`config.mk`:
```
export PLATFORM = sky130hd
export DESIGN_NAME = top_k_insertion_tracker
export DESIGN_NICKNAME = d
export VERILOG_FILES = /design/src/design/tkit_pkg.sv /design/src/design/top_k_insertion_tracker.sv /design/src/design/tkit_ctrl.sv /design/src/design/tkit_dp.sv
export SDC_FILE = /design/constraint.sdc
export NUM_CORES = 2
export LEC_CHECK = 0
export BUFFER_PORTS_ARGS = -buffer_cell sky130_fd_sc_hd__buf_2
export CAP_MARGIN = 20
export CORE_MARGIN = 4
export CORE_UTILIZATION = 42
export CTS_BUF_LIST = sky130_fd_sc_hd__clkbuf_2
export CTS_CLUSTER_SIZE = 24
export DETAILED_ROUTE_END_ITERATION = 7
export HOLD_SLACK_MARGIN = 0.06
export PLACE_DENSITY_LB_ADDON = 0.08
export SETUP_SLACK_MARGIN = 0.4
export SLEW_MARGIN = 10
export SYNTH_ARGS = -nofsm -noshare
export SYNTH_HDL_FRONTEND = slang
export SYNTH_SLANG_ARGS = --single-unit
```
`constraint.sdc`:
```
create_clock -name clock -period 18.33 [get_ports clock]
set_clock_uncertainty 0.15 [all_clocks]
set_input_delay 2.7495 -clock clock [delete_from_list [all_inputs] [get_ports clock]]
set_output_delay 2.7495 -clock clock [all_outputs]
set_load 0.1 [all_outputs]
```
`src/design/tkit_pkg.sv`:
```
// Shared types and constants for the top-k insertion tracker.
// No dependencies; used by every module of the block.
`default_nettype none

package tkit_pkg;

   localparam int WORD_W = 48;
   localparam int ID_W   = 16;
   localparam int RANK_W = 4;

   localparam logic CMD_INSERT = 1'b0;
   localparam logic CMD_DRAIN  = 1'b1;

   typedef logic [WORD_W-1:0] word_type;
   typedef logic [ID_W-1:0]   id_type;
   typedef logic [RANK_W-1:0] rank_type;

   // controller to datapath
   typedef struct packed {
      logic insert;       // place the request entry into the table
      logic drain_start;  // restart the rank counter
      logic emit;         // load the result register from the table head
   } tkit_cmd_type;

   // datapath to controller
   typedef struct packed {
      logic fill_zero;    // table holds no entries
      logic fill_le1;     // table holds at most one entry
      logic out_free;     // result register can take a new transaction
   } tkit_status_type;

endpackage

`default_nettype wire

```
`src/design/top_k_insertion_tracker.sv`:
```
// Top-k insertion tracker: keeps the TOP_N entries with the largest word count.
// Insert: one transaction per cycle while idle; no result.
// Drain: the drain state loads the first result, then one per cycle as the
//   sink takes them; the block is busy for max(fill,1) result transactions.
// Reset (synchronous) empties the table and clears the result channel.
// Depends on tkit_pkg, tkit_ctrl and tkit_dp.
`default_nettype none

module top_k_insertion_tracker #(
   parameter int TOP_N = 10
) (
   input  wire logic               clock,
   input  wire logic               reset,
   input  wire logic               req_valid,
   output logic                    req_ready,
   input  wire logic               req_cmd,
   input  wire tkit_pkg::word_type req_word_count,
   input  wire tkit_pkg::word_type req_cell_count,
   input  wire tkit_pkg::id_type   req_entry_id,
   output logic                    rsp_valid,
   input  wire logic               rsp_ready,
   output tkit_pkg::word_type      rsp_out_words,
   output tkit_pkg::word_type      rsp_out_cells,
   output tkit_pkg::id_type        rsp_out_id,
   output tkit_pkg::rank_type      rsp_rank,
   output logic                    rsp_last,
   output logic                    rsp_empty_res
);

   // Commands from the controller, status back from the datapath.
   tkit_pkg::tkit_cmd_type    cmd;
   tkit_pkg::tkit_status_type status;

   // The controller decides when a request transaction is taken and when
   // the result register is loaded during a drain.
   tkit_ctrl u_ctrl (
      .clock     (clock),
      .reset     (reset),
      .req_valid (req_valid),
      .req_cmd   (req_cmd),
      .req_ready (req_ready),
      .status    (status),
      .cmd       (cmd)
   );

   // The datapath holds the ranked row of cells: on insert every cell
   // compares its key with the new one in parallel and either holds, takes
   // the new entry or takes its upper neighbour. On drain the row advances
   // to the head one place per result transaction.
   tkit_dp #(
      .TOP_N (TOP_N)
   ) u_dp (
      .clock          (clock),
      .reset          (reset),
      .cmd            (cmd),
      .status         (status),
      .req_word_count (req_word_count),
      .req_cell_count (req_cell_count),
      .req_entry_id   (req_entry_id),
      .rsp_valid      (rsp_valid),
      .rsp_ready      (rsp_ready),
      .rsp_out_words  (rsp_out_words),
      .rsp_out_cells  (rsp_out_cells),
      .rsp_out_id     (rsp_out_id),
      .rsp_rank       (rsp_rank),
      .rsp_last       (rsp_last),
      .rsp_empty_res  (rsp_empty_res)
   );

endmodule

`default_nettype wire

```
`src/design/tkit_ctrl.sv`:
```
// Controller for the top-k insertion tracker: idle and drain sequencing.
// Depends on tkit_pkg for the command and status structs.
`default_nettype none

module tkit_ctrl (
   input  wire logic                      clock,
   input  wire logic                      reset,
   input  wire logic                      req_valid,
   input  wire logic                      req_cmd,
   output logic                           req_ready,
   input  wire tkit_pkg::tkit_status_type status,
   output tkit_pkg::tkit_cmd_type         cmd
);

   typedef enum logic {
      ST_IDLE,
      ST_DRAIN
   } state_type;

   state_type state_ff;
   state_type state_in;
   logic      accept;

   assign req_ready = (state_ff == ST_IDLE);
   assign accept    = req_valid && req_ready;

   always_comb begin
      state_in        = state_ff;
      cmd.insert      = 1'b0;
      cmd.drain_start = 1'b0;
      cmd.emit        = 1'b0;
      case (state_ff)
         ST_IDLE: begin
            if (accept && (req_cmd == tkit_pkg::CMD_INSERT)) begin
               cmd.insert = 1'b1;
            end
            if (accept && (req_cmd == tkit_pkg::CMD_DRAIN)) begin
               cmd.drain_start = 1'b1;
               state_in        = ST_DRAIN;
            end
         end
         ST_DRAIN: begin
            cmd.emit = status.out_free;
            // leave once the final entry (or the empty marker) is loaded
            if (status.out_free && status.fill_le1) begin
               state_in = ST_IDLE;
            end
         end
         default: begin
            state_in = ST_IDLE;
         end
      endcase
   end

   always_ff @(posedge clock) begin
      if (reset) begin
         state_ff <= ST_IDLE;
      end else begin
         state_ff <= state_in;
      end
   end

endmodule

`default_nettype wire

```
`src/design/tkit_dp.sv`:
```
// Datapath for the top-k insertion tracker: ranked cell row, fill count,
// rank counter and result register. Depends on tkit_pkg.
`default_nettype none

module tkit_dp #(
   parameter int TOP_N = 10
) (
   input  wire logic                   clock,
   input  wire logic                   reset,
   input  wire tkit_pkg::tkit_cmd_type cmd,
   output tkit_pkg::tkit_status_type   status,
   input  wire tkit_pkg::word_type     req_word_count,
   input  wire tkit_pkg::word_type     req_cell_count,
   input  wire tkit_pkg::id_type       req_entry_id,
   output logic                        rsp_valid,
   input  wire logic                   rsp_ready,
   output tkit_pkg::word_type          rsp_out_words,
   output tkit_pkg::word_type          rsp_out_cells,
   output tkit_pkg::id_type            rsp_out_id,
   output tkit_pkg::rank_type          rsp_rank,
   output logic                        rsp_last,
   output logic                        rsp_empty_res
);

   localparam int FILL_W = $clog2(TOP_N + 1);
   localparam int CNT_W  = (TOP_N > 1) ? $clog2(TOP_N) : 1;

   tkit_pkg::word_type key_ff  [TOP_N];
   tkit_pkg::word_type key_in  [TOP_N];
   tkit_pkg::word_type cell_ff [TOP_N];
   tkit_pkg::word_type cell_in [TOP_N];
   tkit_pkg::id_type   id_ff   [TOP_N];
   tkit_pkg::id_type   id_in   [TOP_N];
   logic [TOP_N-1:0]   ge;

   logic [FILL_W-1:0]  fill_ff, fill_in;
   logic [CNT_W-1:0]   rank_cnt_ff, rank_cnt_in;
   logic               do_insert;

   logic               rsp_valid_ff, rsp_valid_in;
   tkit_pkg::word_type rsp_words_ff, rsp_words_in;
   tkit_pkg::word_type rsp_cells_ff, rsp_cells_in;
   tkit_pkg::id_type   rsp_id_ff, rsp_id_in;
   tkit_pkg::rank_type rsp_rank_ff, rsp_rank_in;
   logic               rsp_last_ff, rsp_last_in;
   logic               rsp_empty_ff, rsp_empty_in;

   assign do_insert = cmd.insert && (req_word_count != '0);

   // held entries that stay ahead of the new one form a prefix of the row
   always_comb begin
      for (int i = 0; i < TOP_N; i++) begin
         ge[i] = (FILL_W'(i) < fill_ff) && (key_ff[i] >= req_word_count);
      end
   end

   for (genvar g = 0; g < TOP_N; g++) begin : g_cell
      logic prev_ge;
      if (g == 0) begin : g_head
         assign prev_ge = 1'b1;
      end else begin : g_body
         assign prev_ge = ge[g-1];
      end

      always_comb begin
         key_in[g]  = key_ff[g];
         cell_in[g] = cell_ff[g];
         id_in[g]   = id_ff[g];
         if (do_insert && !ge[g]) begin
            if (prev_ge) begin
               key_in[g]  = req_word_count;
               cell_in[g] = req_cell_count;
               id_in[g]   = req_entry_id;
            end else begin
               key_in[g]  = key_ff[(g == 0) ? 0 : g-1];
               cell_in[g] = cell_ff[(g == 0) ? 0 : g-1];
               id_in[g]   = id_ff[(g == 0) ? 0 : g-1];
            end
         end else if (cmd.emit && (g < TOP_N-1)) begin
            // advance the row towards the head during a drain
            key_in[g]  = key_ff[(g < TOP_N-1) ? g+1 : g];
            cell_in[g] = cell_ff[(g < TOP_N-1) ? g+1 : g];
            id_in[g]   = id_ff[(g < TOP_N-1) ? g+1 : g];
         end
      end

      always_ff @(posedge clock) begin
         key_ff[g]  <= key_in[g];
         cell_ff[g] <= cell_in[g];
         id_ff[g]   <= id_in[g];
      end
   end

   always_comb begin
      fill_in = fill_ff;
      if (do_insert && (fill_ff < FILL_W'(TOP_N))) begin
         fill_in = fill_ff + FILL_W'(1);
      end else if (cmd.emit && (fill_ff != '0)) begin
         fill_in = fill_ff - FILL_W'(1);
      end

      rank_cnt_in = rank_cnt_ff;
      if (cmd.drain_start) begin
         rank_cnt_in = '0;
      end else if (cmd.emit) begin
         rank_cnt_in = rank_cnt_ff + CNT_W'(1);
      end

      rsp_valid_in = rsp_valid_ff;
      if (cmd.emit) begin
         rsp_valid_in = 1'b1;
      end else if (rsp_ready) begin
         rsp_valid_in = 1'b0;
      end

      rsp_words_in = rsp_words_ff;
      rsp_cells_in = rsp_cells_ff;
      rsp_id_in    = rsp_id_ff;
      rsp_rank_in  = rsp_rank_ff;
      rsp_last_in  = rsp_last_ff;
      rsp_empty_in = rsp_empty_ff;
      if (cmd.emit) begin
         rsp_empty_in = status.fill_zero;
         rsp_last_in  = status.fill_le1;
         if (status.fill_zero) begin
            rsp_words_in = '0;
            rsp_cells_in = '0;
            rsp_id_in    = '0;
            rsp_rank_in  = '0;
         end else begin
            rsp_words_in = key_ff[0];
            rsp_cells_in = cell_ff[0];
            rsp_id_in    = id_ff[0];
            rsp_rank_in  = tkit_pkg::rank_type'(rank_cnt_ff);
         end
      end
   end

   always_ff @(posedge clock) begin
      if (reset) begin
         fill_ff      <= '0;
         rank_cnt_ff  <= '0;
         rsp_valid_ff <= 1'b0;
      end else begin
         fill_ff      <= fill_in;
         rank_cnt_ff  <= rank_cnt_in;
         rsp_valid_ff <= rsp_valid_in;
      end
   end

   always_ff @(posedge clock) begin
      rsp_words_ff <= rsp_words_in;
      rsp_cells_ff <= rsp_cells_in;
      rsp_id_ff    <= rsp_id_in;
      rsp_rank_ff  <= rsp_rank_in;
      rsp_last_ff  <= rsp_last_in;
      rsp_empty_ff <= rsp_empty_in;
   end

   assign status.fill_zero = (fill_ff == '0);
   assign status.fill_le1  = (fill_ff <= FILL_W'(1));
   assign status.out_free  = !rsp_valid_ff || rsp_ready;

   assign rsp_valid     = rsp_valid_ff;
   assign rsp_out_words = rsp_words_ff;
   assign rsp_out_cells = rsp_cells_ff;
   assign rsp_out_id    = rsp_id_ff;
   assign rsp_rank      = rsp_rank_ff;
   assign rsp_last      = rsp_last_ff;
   assign rsp_empty_res = rsp_empty_ff;

endmodule

`default_nettype wire

```
==> run summary <==
* **Final HPWL DP** 155000 um
* **power per unit of standard cell area** 96.6 nW/um^2
* **sequential group share of total power** 50.2%
* **Cell variety after synth** 71
* **maximum fanout encountered on the critical timing path** 43
* **Die Area** 176000 sq um
* **most frequently used flop master after synthesis** edfxtp_1
* **count of cells resized by post-cts repair** 0
* **pins over their slew limit** 0
* **final clock period utilization by the worst path** 39.6%
* **layer with the highest usage after global routing** met2
* **switching share of total power** 34.5%
* **violation count after the first detailed-route iteration** 5544
* **number of antenna-violating nets in the routed design** 0
* **Num Clock Sinks** 1248
* **routability cong.** 0.926
* **Setup-failing EPs final** 0
* **minimum period implied by the final worst setup slack** 7.27 ns
* **global-route wire length before repair** 379000 um
* **detailed-route wire length per cell** 28.4 um
* **sum of routed wire length over all layers** 260000 um
* **mapped cell area** 71200 sq um
* **most used standard cell by instance count after synthesis** edfxtp_1
* **Slew HR** 16.9%
* **maximum operating frequency** 0.138 GHz
* **Core Box Area** 168000 sq um
* **gr usage total** 28.9%
* **first-pass iteration count of the detailed router** 6
* **share of layout cells above drive strength 1** 16.8%
* **Hold Crit Endpoint** u_dp.rsp_out_id[4]
* **antenna violations before repair** 24
* **Worst Reg2Reg Path Length in Cells** 12
* **Initial Util** 42.5%
* **Die Wd** 420 um
* **Worst setup startpoint** req_word_count[39]
* **residual overflow from global routing** 0
* **final count of hold timing violations** 0
* **Pleak** 0.0308 uW
* **run status** finished, final reports clean
* **CP startpoint kind** input port
* **count of input and output buffers** 236
* **net switching component of the power** 2570 uW
* **class of the worst hold path** reg2reg
* **area share of the largest cell type after synthesis** 52.2%
* **delay of the slowest cell on the worst path** 0.80 ns
* **Synth warnings** 0
* **number of violations of the max-capacitance limit** 0
* **internal power** 4880 uW
* **fin nets** 7265
* **worst hold path cell count** 1
* **height of the chip** 420 um
* **TritonCTS clock tree** done
* **Setup crit end kind** register
* **Worst-path clk slew** 0.10 ns
* **top cells by area, synth** edfxtp_1, ha_1, mux2i_1, a21oi_1, a31oi_1
* **accumulated negative setup slack** 0 ns
* **master of the slowest instance on the critical path** buf_4
* **class of the most critical setup path** in2reg
* **Cell Chain, Critical Path** buf_2 > inv_1 > ha_1 > a21oi_1 > o21ai_0 > a221oi_1 > o22ai_1 > or3_4 > buf_12 > buf_4 > o21ai_4 > buf_4 > buf_4
* **combinational group share of total power** 20.7%
* **most common library cells after synthesis** edfxtp_1, nand2_1, a21oi_1
* **grt met2 use** 45.3%
* **Util after Layout** 45.9%
* **clk_lat worst skew** 1.84 ns
* **Reg-to-Reg End** u_dp.cell_ff[5][34]
* **H-tree depth reported by CTS** 5
* **asr flop ratio synth** 0%
* **count of flip-flops with a built-in enable after synthesis** 1238
* **clock tree root buffer cell** clkbuf_2
* **Post-CTS Repair Setup Buffers** 0
* **GRT met3 Usage** 4.69%
* **CP most frequent cell** buf_4
* **post-layout power** 7450 uW
* **maximum number of pins on one net before global-route repair** 173
* **hold path startpoint** u_dp.id_ff[0][4]
* **number of buffers on the longest clock path** 4
* **Worst R2R Setup Slack** 12.26 ns
* **clock buffer count from CTS** 366
* **Vias/cell** 6.14
* **clock share of power** 29.1%
* **CTS Hold Buffers Added** 0
* **post-synthesis sequential area ratio** 52.5%
* **number of instances in the synthesized netlist** 6524
* **synthesis-to-finish area growth** 8.24%
* **average footprint of a synthesized cell** 10.9 sq um
* **FF+latch count, synth** 1248
* **number of rows in the core area** 150
* **detailed-route DRC error count** 0
* **total number of vias** 56100
* **number of global-route vias before repair** 54900
* **dominant cell type by area after synthesis** edfxtp_1
* **maximum vdd drop** 0.0000685 V
* **post-synth net total** 7125
* **unrepaired setup endpoints after global routing** no
* **Reg2Reg Launch Point** u_dp.key_ff[5][47]
* **critical path data required time** 19.54 ns
* **worst path arrival time** 8.47 ns
* **met1 routing resource usage after global routing** 40.2%
* **worst slack at placement** 9.23 ns
* **Boundary Pins** 237
* **Least-Margin Pin Slew** 1.22 ns
* **fin worst setup slack** 11.06 ns
worst max path at each step:
stage / to / cells past startpoint
3_5_place_dp: u_dp.cell_ff[5][32] / 13
3_3_place_gp: u_dp.cell_ff[5][28] / 13
2_1_floorplan: u_dp.cell_ff[1][0] / 13
5_1_grt: u_dp.cell_ff[5][34] / 13
6_report: u_dp.cell_ff[5][34] / 13
4_1_cts: u_dp.cell_ff[5][43] / 13
kinds of logic after synthesis:
family          share of synthesized area, %
xor+xnor                              0.0492
compound gates                          14.0
fa+ha+maj                               8.50
flops                                   52.5
simple gates                            9.85
buf+inv                                 3.76
mux                                     11.4
sequential cells by signal, indices dropped and copies added, names as in the netlist:
| signal | flops |
|---|---|
| u_dp.cell_ff | 480 |
| u_dp.key_ff | 480 |
| u_dp.id_ff | 160 |
| u_dp.rsp_out_cells | 48 |
| u_dp.rsp_out_words | 48 |
| u_dp.rsp_out_id | 16 |
| u_dp.fill_ff | 4 |
| u_dp.rank_cnt_ff | 4 |
| u_dp.rsp_rank | 4 |
| u_ctrl.state_ff | 1 |
| u_dp.rsp_empty_res | 1 |
| u_dp.rsp_last | 1 |
| u_dp.rsp_valid | 1 |
through the flow:
step	hold WS (ns)	area, sq um	instances
5_1_grt	0.336	77100	9142
4_1_cts	0.303	77000	9130
3_5_place_dp	0.341	73800	8499
3_3_place_gp	0.334	73800	8496
6_report	0.336	77100	9146
2_1_floorplan	0.312	71200	6524
area by class of cell:
class                           count  area (sq um)
Antenna cell                       15          37.5
Clock buffer                      556          2780
Clock inverter                     75           428
Fill cell                       16000         90700
Inverter                           76           290
Multi-Input combinational cell   4643         31400
Sequential cell                  1248         37400
Tap cell                         2204          2760
Timing Repair Buffer              329          2000
cell usage in the layout, fill, tap and decap left out, types with 77 or more instances in the layout:
cell type	instances
o21ai_0	500
mux2i_1	561
ha_1	484
and2_1	117
a21o_1	77
nor2_1	485
clkbuf_2	556
a21oi_1	619
nand2_1	660
a31oi_1	458
buf_2	236
buf_4	82
mux2_2	223
edfxtp_1	1238
nand3_1	139
per-layer routing:
metal,vias up,wire (um),share of wire (%)
li1,25000,-,-
met1,28200,115000,44
met2,2495,118000,46
met3,429,18000,6.9
met4,0,8710,3.4
met5,-,0,0
power by group through the flow:
stage / logic [uW] / clock network, uW / registers (uW)
after floorplan: 931 / 0 / 3850
after global placement: 1500 / 0 / 3800
after detailed placement: 1530 / 0 / 3800
after CTS: 1530 / 2240 / 3730
after global routing: 1680 / 2390 / 3760
final: 1540 / 2170 / 3740
worst max-delay path, delay by kind of cell:
family / cells / cell delay (ns)
buf+inv: 6 / 2.76
compound gates: 5 / 1.57
simple gates: 1 / 0.77
fa+ha+maj: 1 / 0.42
(Power assumes the default switching activity.)
